`src/design/mst_pkg.sv`:
```
// Package for the multi-slot countdown timer.
// Holds slot count, command/status/phase/state codes and the structs passed between the modules.
// No dependencies.
package mst_pkg;

    localparam int NUM_SLOTS = 16;
    localparam int IDX_W     = (NUM_SLOTS > 1) ? $clog2(NUM_SLOTS) : 1;

    typedef enum logic [2:0] {
        CMD_TICK     = 3'd0,
        CMD_ADD_ONCE = 3'd1,
        CMD_ADD_REP  = 3'd2,
        CMD_CANCEL   = 3'd3,
        CMD_REAP     = 3'd4
    } t_cmd;

    typedef enum logic [2:0] {
        ST_OK        = 3'd0,
        ST_INVALID   = 3'd1,
        ST_NOSPACE   = 3'd2,
        ST_CANCELLED = 3'd3,
        ST_BUSY      = 3'd4,
        ST_RUNNING   = 3'd5,
        ST_EXPIRED   = 3'd6
    } t_status;

    typedef enum logic [1:0] {
        PH_NONE      = 2'd0,
        PH_RUNNING   = 2'd1,
        PH_CANCELLED = 2'd2,
        PH_FINISHED  = 2'd3
    } t_phase;

    typedef enum logic [2:0] {
        S_IDLE,
        S_TICK,
        S_FINAL,
        S_ADD,
        S_CHECK,
        S_REPLY
    } t_state;

    // write request to the slot store, all at the current slot index
    typedef struct packed {
        logic        we_new;
        logic [15:0] new_period;
        logic [15:0] new_tag;
        logic        new_repeat;
        logic        we_rem;
        logic [15:0] rem;
        logic        we_phase;
        t_phase      phase;
        logic        clear;
    } t_st_wr;

    typedef struct packed {
        logic        used;
        t_phase      phase;
        logic        repeat_en;
        logic [15:0] period;
        logic [15:0] rem;
        logic [15:0] tag;
    } t_st_rd;

    typedef struct packed {
        logic [15:0] next_rem;
        logic        expire;
    } t_dec_res;

endpackage

```
`src/design/multi_slot_countdown_timer.sv`:
```
// Top level of the multi-slot countdown timer: command sequencer and output register.
// Depends on mst_pkg, mst_dec_unit and mst_slot_store.
//
//   channel | handshake               | payload
//   --------+-------------------------+-------------------------------------------
//   input   | i_in_valid / o_in_stall | i_command, i_period, i_tag, i_slot
//   output  | o_out_valid / i_out_stall | o_status, o_result_slot, o_result_tag, o_last
//
// One command at a time; o_in_stall is high from acceptance until its last result is loaded.
// Tick: the walk steps through every slot via the shared countdown unit, then the final
// state loads the closing result. Add: slots are scanned up to and including the first
// free one (at most NUM_SLOTS), then the reply state loads the result. Cancel and reap
// pass through a check state before the reply state; rejected commands go straight to
// the reply state.
// A stalled output register holds the walk at the slot that wants to report.
// Synchronous active-low reset frees all slots; no clearing pass is needed.
module multi_slot_countdown_timer import mst_pkg::*; (
    input  logic        i_clk,
    input  logic        i_rst_n,
    input  logic        i_in_valid,
    output logic        o_in_stall,
    input  logic [2:0]  i_command,
    input  logic [15:0] i_period,
    input  logic [15:0] i_tag,
    input  logic [3:0]  i_slot,
    output logic        o_out_valid,
    input  logic        i_out_stall,
    output logic [2:0]  o_status,
    output logic [3:0]  o_result_slot,
    output logic [15:0] o_result_tag,
    output logic        o_last
);

    t_state           r_state, n_state;
    logic [IDX_W-1:0] r_idx, n_idx;
    logic [15:0]      r_period, r_tag;
    logic             r_repeat;
    t_status          r_status, n_status;
    logic [3:0]       r_rslot, n_rslot;

    logic             r_ov;
    t_status          r_ost;
    logic [3:0]       r_oslot;
    logic [15:0]      r_otag;
    logic             r_olast;

    logic             accept;
    logic             out_free;
    logic             emit;
    t_status          e_status;
    logic [3:0]       e_slot;
    logic [15:0]      e_tag;
    logic             e_last;
    logic             active;
    logic             slot_oob;

    t_st_wr           wr;
    t_st_rd           rd;
    t_dec_res         dres;

    mst_slot_store u_store (
        .i_clk   (i_clk),
        .i_rst_n (i_rst_n),
        .i_idx   (r_idx),
        .i_wr    (wr),
        .o_rd    (rd)
    );

    mst_dec_unit u_dec (
        .i_rem    (rd.rem),
        .i_period (rd.period),
        .i_repeat (rd.repeat_en),
        .o_res    (dres)
    );

    assign o_in_stall = (r_state != S_IDLE);
    assign accept     = i_in_valid && (r_state == S_IDLE);
    assign out_free   = !r_ov || !i_out_stall;
    assign active     = rd.used && (rd.phase == PH_RUNNING);
    assign slot_oob   = ({3'b000, i_slot} >= 7'(NUM_SLOTS));

    always_comb begin
        n_state    = r_state;
        n_idx      = r_idx;
        n_status   = r_status;
        n_rslot    = r_rslot;
        emit       = 1'b0;
        e_status   = r_status;
        e_slot     = r_rslot;
        e_tag      = 16'd0;
        e_last     = 1'b1;
        wr         = '0;
        wr.phase   = PH_NONE;
        wr.new_period = r_period;
        wr.new_tag    = r_tag;
        wr.new_repeat = r_repeat;

        unique case (r_state)
            S_IDLE: begin
                if (accept) begin
                    n_idx    = '0;
                    n_rslot  = 4'd0;
                    n_status = ST_INVALID;
                    priority case (i_command)
                        CMD_TICK: begin
                            n_state = S_TICK;
                        end
                        CMD_ADD_ONCE, CMD_ADD_REP: begin
                            n_state = (i_period == 16'd0) ? S_REPLY : S_ADD;
                        end
                        CMD_CANCEL, CMD_REAP: begin
                            n_rslot = i_slot;
                            n_idx   = IDX_W'(i_slot);
                            n_state = slot_oob ? S_REPLY : S_CHECK;
                        end
                        default: begin
                            n_state = S_REPLY;
                        end
                    endcase
                end
            end

            S_TICK: begin
                // hold the walk while an expiry cannot be loaded
                if (!(active && dres.expire) || out_free) begin
                    if (active) begin
                        wr.we_rem = 1'b1;
                        wr.rem    = dres.next_rem;
                        if (dres.expire) begin
                            emit     = 1'b1;
                            e_status = ST_EXPIRED;
                            e_slot   = 4'(r_idx);
                            e_tag    = rd.tag;
                            e_last   = 1'b0;
                            if (!rd.repeat_en) begin
                                wr.we_phase = 1'b1;
                                wr.phase    = PH_FINISHED;
                            end
                        end
                    end
                    if (r_idx == IDX_W'(NUM_SLOTS - 1)) begin
                        n_state = S_FINAL;
                    end else begin
                        n_idx = r_idx + IDX_W'(1);
                    end
                end
            end

            S_FINAL: begin
                if (out_free) begin
                    emit     = 1'b1;
                    e_status = ST_OK;
                    e_slot   = 4'd0;
                    n_state  = S_IDLE;
                end
            end

            S_ADD: begin
                if (!rd.used) begin
                    wr.we_new = 1'b1;
                    n_status  = ST_OK;
                    n_rslot   = 4'(r_idx);
                    n_state   = S_REPLY;
                end else if (r_idx == IDX_W'(NUM_SLOTS - 1)) begin
                    n_status  = ST_NOSPACE;
                    n_state   = S_REPLY;
                end else begin
                    n_idx     = r_idx + IDX_W'(1);
                end
            end

            S_CHECK: begin
                n_state = S_REPLY;
                if (!rd.used) begin
                    n_status = ST_INVALID;
                end else if (!r_repeat) begin
                    // r_repeat is clear for cancel: cancel rules
                    if (rd.phase == PH_CANCELLED) begin
                        n_status = ST_CANCELLED;
                    end else if (rd.phase == PH_FINISHED) begin
                        n_status = ST_BUSY;
                    end else begin
                        wr.we_phase = 1'b1;
                        wr.phase    = PH_CANCELLED;
                        n_status    = ST_OK;
                    end
                end else begin
                    if (rd.repeat_en) begin
                        n_status = ST_BUSY;
                    end else if (rd.phase == PH_RUNNING) begin
                        n_status = ST_RUNNING;
                    end else begin
                        wr.clear = 1'b1;
                        n_status = ST_OK;
                    end
                end
            end

            S_REPLY: begin
                if (out_free) begin
                    emit    = 1'b1;
                    n_state = S_IDLE;
                end
            end

            default: begin
                n_state = S_IDLE;
            end
        endcase
    end

    always_ff @(posedge i_clk) begin
        if (!i_rst_n) begin
            r_state <= S_IDLE;
        end else begin
            r_state <= n_state;
        end
    end

    always_ff @(posedge i_clk) begin
        r_idx    <= n_idx;
        r_status <= n_status;
        r_rslot  <= n_rslot;
        if (accept) begin
            r_period <= i_period;
            r_tag    <= i_tag;
            // repeat flag doubles as the reap marker for slot commands
            r_repeat <= (i_command == CMD_ADD_REP) || (i_command == CMD_REAP);
        end
    end

    always_ff @(posedge i_clk) begin
        if (!i_rst_n) begin
            r_ov <= 1'b0;
        end else if (emit) begin
            r_ov <= 1'b1;
        end else if (!i_out_stall) begin
            r_ov <= 1'b0;
        end
    end

    always_ff @(posedge i_clk) begin
        if (emit) begin
            r_ost   <= e_status;
            r_oslot <= e_slot;
            r_otag  <= e_tag;
            r_olast <= e_last;
        end
    end

    assign o_out_valid   = r_ov;
    assign o_status      = r_ost;
    assign o_result_slot = r_oslot;
    assign o_result_tag  = r_otag;
    assign o_last        = r_olast;

endmodule

```
`src/design/mst_dec_unit.sv`:
```
// Shared countdown unit: decrement, zero compare and reload select for one slot.
// Depends on mst_pkg.
module mst_dec_unit import mst_pkg::*; (
    input  logic [15:0] i_rem,
    input  logic [15:0] i_period,
    input  logic        i_repeat,
    output t_dec_res    o_res
);

    logic [15:0] dec;

    assign dec = i_rem - 16'd1;

    always_comb begin
        if (i_rem == 16'd0) begin
            // wrap without expiry
            o_res.next_rem = 16'hFFFF;
            o_res.expire   = 1'b0;
        end else begin
            o_res.expire   = (dec == 16'd0);
            o_res.next_rem = (o_res.expire && i_repeat) ? i_period : dec;
        end
    end

endmodule

```
`src/design/mst_slot_store.sv`:
```
// Slot table: per-slot flags with reset, plus period, remaining and tag storage.
// A single index serves both the read and the write. Depends on mst_pkg.
module mst_slot_store import mst_pkg::*; (
    input  logic             i_clk,
    input  logic             i_rst_n,
    input  logic [IDX_W-1:0] i_idx,
    input  t_st_wr           i_wr,
    output t_st_rd           o_rd
);

    logic [NUM_SLOTS-1:0] r_used;
    logic [NUM_SLOTS-1:0] r_repeat;
    t_phase               r_phase  [NUM_SLOTS];
    logic [15:0]          r_period [NUM_SLOTS];
    logic [15:0]          r_rem    [NUM_SLOTS];
    logic [15:0]          r_tag    [NUM_SLOTS];

    always_ff @(posedge i_clk) begin
        if (!i_rst_n) begin
            r_used   <= '0;
            r_repeat <= '0;
            for (int i = 0; i < NUM_SLOTS; i++) begin
                r_phase[i] <= PH_NONE;
            end
        end else begin
            if (i_wr.we_new) begin
                r_used[i_idx]   <= 1'b1;
                r_repeat[i_idx] <= i_wr.new_repeat;
                r_phase[i_idx]  <= PH_RUNNING;
            end else if (i_wr.clear) begin
                r_used[i_idx]   <= 1'b0;
                r_repeat[i_idx] <= 1'b0;
                r_phase[i_idx]  <= PH_NONE;
            end else if (i_wr.we_phase) begin
                r_phase[i_idx]  <= i_wr.phase;
            end
        end
    end

    // payload storage is only read for used slots, so it needs no reset
    always_ff @(posedge i_clk) begin
        if (i_wr.we_new) begin
            r_period[i_idx] <= i_wr.new_period;
            r_rem[i_idx]    <= i_wr.new_period;
            r_tag[i_idx]    <= i_wr.new_tag;
        end else if (i_wr.we_rem) begin
            r_rem[i_idx]    <= i_wr.rem;
        end
    end

    always_comb begin
        o_rd.used      = r_used[i_idx];
        o_rd.repeat_en = r_repeat[i_idx];
        o_rd.phase     = r_phase[i_idx];
        o_rd.period    = r_period[i_idx];
        o_rd.rem       = r_rem[i_idx];
        o_rd.tag       = r_tag[i_idx];
    end

endmodule
```
`config.mk`:
```
export PLATFORM = sky130hd
export DESIGN_NAME = multi_slot_countdown_timer
export DESIGN_NICKNAME = d
export VERILOG_FILES = /design/src/design/mst_pkg.sv /design/src/design/multi_slot_countdown_timer.sv /design/src/design/mst_dec_unit.sv /design/src/design/mst_slot_store.sv
export SDC_FILE = /design/constraint.sdc
export NUM_CORES = 1
export LEC_CHECK = 0
export BUFFER_PORTS_ARGS = -buffer_cell sky130_fd_sc_hd__buf_2
export CELL_PAD_IN_SITES_DETAIL_PLACEMENT = 0
export CELL_PAD_IN_SITES_GLOBAL_PLACEMENT = 1
export CORE_MARGIN = 4
export CORE_UTILIZATION = 59
export DETAILED_ROUTE_END_ITERATION = 8
export GPL_TIMING_DRIVEN = 0
export PLACE_DENSITY = 0.95
export RECOVER_POWER = 50
export SLEW_MARGIN = 25
export SYNTH_ARGS = -nofsm -noshare
export SYNTH_HDL_FRONTEND = slang
export SYNTH_SLANG_ARGS = --single-unit
export TNS_END_PERCENT = 1
```
`constraint.sdc`:
```
create_clock -name i_clk -period 15.1 [get_ports i_clk]
set_input_delay 1.51 -clock i_clk [delete_from_list [all_inputs] [get_ports i_clk]]
set_output_delay 1.51 -clock i_clk [all_outputs]
set_load 0.01 [all_outputs]
```
==> flow_summary.yaml, run 1 <==
floorplan:
  die_area_um2: 65300
  num_rows: 90
  dieWidth_um: 255
  core-area_um2: 60500
  dieHeight_um: 255
  initial_utilization_pct: 59.8
  io_pins: 69
synthesis:
  synth_nets: 1883
  synth_edf_count: 868
  yosys-top-cells-count: "edfxtp_1 (868), mux4_2 (245), nand2_1 (108), nor2_1 (91), clkbuf_1 (67)"
  ys.flop_type: "edfxtp_1"
  syn-cell-area_um2: 36100
  synth-async-reset-ratio_pct: 0
  synth-seq-area-share_pct: 74.3
  yosysMostFrequentCell: "edfxtp_1"
  syn_avg_cell_area_um2: 19.7
  yosys-top-cells-area: "edfxtp_1 (72%), mux4_2 (15%), dfxtp_1 (2.2%)"
  yosysTopAreaCell: "edfxtp_1"
  yosysUniqueCellTypes: 64
  ys_warn_count: 0
  synth_top_area_share_pct: 72.1
  synth_cells: 1834
  ys_ff_latch: 908
placed_design:
  gp_congestion: 0.888
  placed_cells_incl_taps: 2718
  io_buffers: 68
  placed_area_um2: 38600
  dpl.hpwl_um: 57300
  dp_worst_setup_slack_ps: 8210
sta:
  rsz0062_at_grt: "false"
  tightest_slew_ps: 2640
  max_freq_ghz: 0.140
  maxSlewHeadroom_pct: -76.4
  drv_slew: 216
  setup_violations: 0
  final-hold-violation-count: 0
  finalCritPeriodShare_pct: 47.4
  finalCriticalPeriod_ps: 7160
  whs_ps: 529
  fin_tns_setup_ps: 0
  fin_ws_ps: 7940
  finalClockSkew_ps: 36.6
global_route:
  grt_pass1_wl_um: 141000
  grt_pass1_vias: 20900
  grt_max_degree: 25
  grt_antenna_before_repair: 1
  track_usage_pct: 29.4
  grt-ovfl-total: 0
cts:
  post_cts.repair.setup_buffers: 0
  htree_levels: 3
  cts_resized: 0
  cts_tree: "built"
  clockBufferDepth: 3
  clk_pin_slew_ps: 70
  cts_root_buf: "clkbuf_16"
  numCtsBuffers: 88
  clk_latency_ps: 660
  clock-sinks: 908
  holdBufCountCts: 0
status:
  violations: "max-capacitance violations, max-slew violations"
  status: "complete, but fails checks"
critical_path:
  crit_fanout: 10
  endpoint_kind: "register"
  cp.required_ps: 15580
  path_class: "reg -> reg"
  crit_arrival_ps: 7640
  crit_path_start_kind: "register"
detailed_routing:
  drt-total-wl_um: 95800
  viasPerCell: 7.03
  vias: 20200
  drtAntennaViolNets: 0
  drc: 0
  drt_first_iter_violations: 2991
  wire_per_inst_um: 33.2
  drt_pass1_iterations: 6
job:
  maxCapViolations: 12
power_and_ir_drop:
  p_leak_nw: 12.8
  p_total_mw: 7.32
  peakVddDrop_mv: 0.171
  power.density_nw_per_um2: 178
final_layout:
  nFillCells: 3559
  areaGrowthSynthToFinish_pct: 14.0
  fin_cells: 2882
  fin_area_um2: 41200
  drive_above_1_share_pct: 24.1
  finish.utilization_pct: 68.1
  layout.nets: 2076
  antenna_cells: 0
min_path:
  hold_class: "reg -> reg"
[sequential cells by signal, summed over array words and instances (netlist names), 3 cells and up, named ones only]
signal / count
o_status: 3
u_store.r_rem: 256
u_store.r_tag: 256
u_store.r_phase: 32
o_result_slot: 4
u_store.r_repeat: 16
r_period: 16
r_tag: 16
r_rslot: 4
u_store.r_period: 256
r_idx: 4
r_status: 3
r_state: 3
o_result_tag: 16
[cell type report]
cell class	count	area [µm²]	share of cell area, %
Timing Repair Buffer	103	778	1.89
Sequential cell	908	26900	65.2
Inverter	16	60.1	0.146
Clock inverter	57	709	1.72
Buffer	105	468	1.14
Clock buffer	106	2330	5.66
Tap cell	782	978	2.38
Multi-Input combinational cell	805	9000	21.8
[routing by layer]
layer,share of wire (%),track usage [%],vias up
met1,35,38.6,10400
li1,-,-,7935
met2,50,49.0,1612
met3,9.7,5.52,341
met4,5.2,12.9,0
met5,0,0,-
[worst paths after layout]
path,from,to,slack (ps),cells past startpoint
max,register,o_result_tag[7],7940,16
min,r_status[1],o_status[1],530,2
max reg2reg,register,o_result_tag[7],7940,16
min reg2reg,r_status[1],o_status[1],530,2
[placed cells by master, fill, tap and decap left out, drive strengths merged, types with 4 or more instances in the layout]
cell,Yosys,final
and3,12,12
and2,9,9
inv,14,19
edfxtp,868,868
clkinvlp,0,4
dfxtp,40,40
clkbuf,68,243
nor3,8,8
nand4,22,22
a21boi,17,17
a31oi,20,20
buf,37,71
xnor2,11,11
nand3,31,31
mux4,245,245
nand2b,4,4
nor2b,23,23
mux2,8,8
clkinv,2,36
nor4b,4,4
nor2,92,92
or3,4,4
a22oi,5,5
mux2i,4,4
a21oi,33,33
o21ai,37,37
ha,6,6
a211oi,4,4
bufinv,0,14
o21a,34,34
and4,19,19
nor4,10,10
nand2,108,108
[power breakdown]
group,internal (mW),switching [mW]
registers,2.93,0.100
logic,0.802,1.17
clock network,1.35,0.973
[cell families (layout without fill, tap and decap cells)]
logic type | after synthesis | after routing | synth area share (%)
DFF | 908 | 908 | 74.3
and+or+nand+nor | 358 | 358 | 4.98
muxes | 257 | 257 | 15.6
AOI/OAI and AO/OA | 173 | 173 | 3.14
buffers and inverters | 121 | 387 | 1.43
xor gates and xnor gates | 11 | 11 | 0.267
adders and majority gates | 6 | 6 | 0.208
[critical path: stages (launching register included)]
cell	delay, ps
dfxtp_1	300
clkbuf_1	470
buf_1	630
clkbuf_1	580
mux4_2	410
nand2_1	110
nand4_1	420
inv_1	350
ha_1	330
inv_1	120
nor2_1	410
nand4_1	220
o22a_1	300
nor3_1	780
nand3_1	730
clkbuf_1	500
nor2b_1	300
Power figures use the tool's default switching activity.
==> run 2, diff against run 1 <==
--- a/config.mk
+++ b/config.mk
@@ -9,10 +9,10 @@
 export CELL_PAD_IN_SITES_DETAIL_PLACEMENT = 0
 export CELL_PAD_IN_SITES_GLOBAL_PLACEMENT = 1
 export CORE_MARGIN = 4
-export CORE_UTILIZATION = 59
+export CORE_UTILIZATION = 55
 export DETAILED_ROUTE_END_ITERATION = 8
 export GPL_TIMING_DRIVEN = 0
-export PLACE_DENSITY = 0.95
+export PLACE_DENSITY = 0.9
 export RECOVER_POWER = 50
 export SLEW_MARGIN = 25
 export SYNTH_ARGS = -nofsm -noshare
==> constraint.sdc (replaced) <==
create_clock -name i_clk -period 7.4 [get_ports i_clk]
set_input_delay 0.74 -clock i_clk [delete_from_list [all_inputs] [get_ports i_clk]]
set_output_delay 0.74 -clock i_clk [all_outputs]
set_load 0.01 [all_outputs]
==> run 2 against run 1 <==
The run still ends with max-capacitance violations, max-slew violations left. Sequential share of layout area about the same. Via count fell by 1.8%. Clock power grew 99%. Combinational power rose by 100%. Routed wire length is 2.4% lower. Clock skew grew 7.8 ps. Hold slack got worse by 280 ps. Largest cell class unchanged. Cell area barely moved.
==> flow_summary.yaml, run 2 (same netlist as run 1, synthesis figures left out) <==
status:
  status: "complete, but fails checks"
  violations: "max-capacitance violations, max-slew violations"
detailed_routing:
  wl_met2_um: 48100
  drt-total-wl_um: 93500
  vias: 19900
  drc: 0
  drt_pass1_iterations: 6
  drtAntennaViolNets: 0
  wl_met1_um: 33200
  wl_met3_um: 8300
  wire_per_inst_um: 31.7
  routed.top_layer: "met4"
  viasPerCell: 6.74
  drt_first_iter_violations: 3018
cts:
  clock-sinks: 908
  cts_tree: "built"
  clk_pin_slew_ps: 60
  cts_resized: 0
  holdBufCountCts: 0
  numCtsBuffers: 89
  htree_levels: 3
  clockBufferDepth: 3
  clk_latency_ps: 670
  cts_root_buf: "clkbuf_16"
  post_cts.repair.setup_buffers: 0
job:
  maxCapViolations: 5
critical_path:
  crit_family: "buffers and inverters"
  endpoint_kind: "register"
  path_class: "reg -> reg"
  cpMostUsedCell: "buf_2"
  crit_fanout: 16
  timing.critical_path.slowest_cell_delay_ps: 720
  critPathBufInv: 7
  crit_arrival_ps: 7150
  cp_slowest_cell: "a31oi_2"
  regToRegSetupSlack_ps: 550
  path_cells: "buf_2 > buf_1 > clkbuf_1 > mux4_2 > nand2_1 > nand4_1 > inv_1 > ha_1 > inv_1 > nor2_1 > nand4_1 > o22a_1 > nor4b_4 > a21oi_2 > buf_2 > buf_2 > a31oi_2"
  cp.required_ps: 7710
  crit_path_start_kind: "register"
sta:
  max_freq_ghz: 0.146
  tightest_slew_ps: 1660
  final-hold-violation-count: 0
  setup_violations: 0
  drv_slew: 80
  fin_tns_setup_ps: 0
  finalCriticalPeriod_ps: 6850
  finalClockSkew_ps: 44.4
  maxSlewHeadroom_pct: -11.0
  fin_ws_ps: 552
  rsz0062_at_grt: "false"
  finalCritPeriodShare_pct: 92.5
final_layout:
  fin_area_um2: 41200
  layout.nets: 2075
  drive_above_1_share_pct: 23.7
  layout_commonest_cell: "edfxtp_1"
  areaGrowthSynthToFinish_pct: 14.0
  final_cell_mix: "edfxtp_1 (868), mux4_2 (245), clkbuf_1 (142)"
  antenna_cells: 0
  largestRegisters: "u_store.r_period (256), u_store.r_rem (256), u_store.r_tag (256)"
placed_design:
  io_buffers: 68
  dpl.hpwl_um: 56100
  dp_worst_setup_slack_ps: 508
  gp_congestion: 0.894
  placed_area_um2: 38700
min_path:
  min_from: "i_tag[12]"
  hold_class: "in -> reg"
floorplan:
  num_rows: 93
  io_pins: 69
  core-area_um2: 64700
  dieHeight_um: 264
  initial_utilization_pct: 55.9
  dieWidth_um: 264
  die_area_um2: 69900
power_and_ir_drop:
  p_total_mw: 14.8
  p_comb_share_pct: 27.0
  p_leak_nw: 12.8
  power_frac_seq_pct: 41.8
  peakVddDrop_mv: 0.281
  sw_frac_of_total_pct: 30.7
  power.density_nw_per_um2: 359
  p_int_mw: 10.2
  p_clk_share_pct: 31.2
  power.switching_mw: 4.53
global_route:
  grt_pass1_wl_um: 139000
  grt_max_degree: 25
  track_usage_pct: 27.1
  grt-ovfl-total: 0
  grt_pass1_vias: 20300
  grt_antenna_before_repair: 0
[run 2: cell count changes in the layout (fill, tap and decap cells not counted), moves of 3 or more]
cell and change:
clkinv_16 +3, clkinv_1 -3, nor2_4 -3, bufinv_16 -5, nor2_1 +3, clkbuf_1 +4
[run 2: power by group through the flow]
stage / sequential, mW / combinational [mW] / clock, mW
floorplan: 6.20 / 2.69 / 0
detailed placement: 6.27 / 3.88 / 0
global route: 6.20 / 4.22 / 4.90
global placement: 6.25 / 3.72 / 0
finish: 6.18 / 3.99 / 4.61
CTS: 6.17 / 4.00 / 4.64
[run 2: worst paths after layout]
| check | endpoint | cells after the start |
|---|---|---|
| max | u_store.r_rem[15][5] | 17 |
| min | r_tag[12] | 1 |
| max reg2reg | u_store.r_rem[15][5] | 17 |
| min reg2reg | u_store.r_repeat[12] | 2 |
[run 2: cell type report]
type / count / area [µm²]
Tap cell: 855 / 1070
Multi-Input combinational cell: 805 / 8970
Timing Repair Buffer: 101 / 757
Sequential cell: 908 / 26900
Clock buffer: 113 / 2390
Clock inverter: 47 / 602
Inverter: 16 / 60.1
Buffer: 105 / 468
Fill cell: 4206 / 23500
[run 2: worst reg2reg max path: cells and delay by family, from the launching register on]
kind                       cells  cell delay (ps)
buffers and inverters          7             2430
AOI/OAI and AO/OA              3             1290
and+or+nand+nor                5             1720
adders and majority gates      1              320
muxes                          1              420
DFF                            1              300
[run 2: through the flow]
stage / cells / hold WS, ps / util [%]
after floorplan: 1834 / 454 / -
after global placement: 2757 / 464 / 58.0
after detailed placement: 2790 / 480 / 59.8
after CTS: 2950 / 215 / 64.4
after global routing: 2950 / 217 / 63.7
final: 2950 / 246 / 63.7
[run 2: layer usage]
| layer | global-route usage, % | vias up |
|---|---|---|
| met5 | 0 | - |
| li1 | - | 7932 |
| met3 | 4.67 | 267 |
| met1 | 35.9 | 10300 |
| met2 | 46.0 | 1407 |
| met4 | 9.77 | 0 |
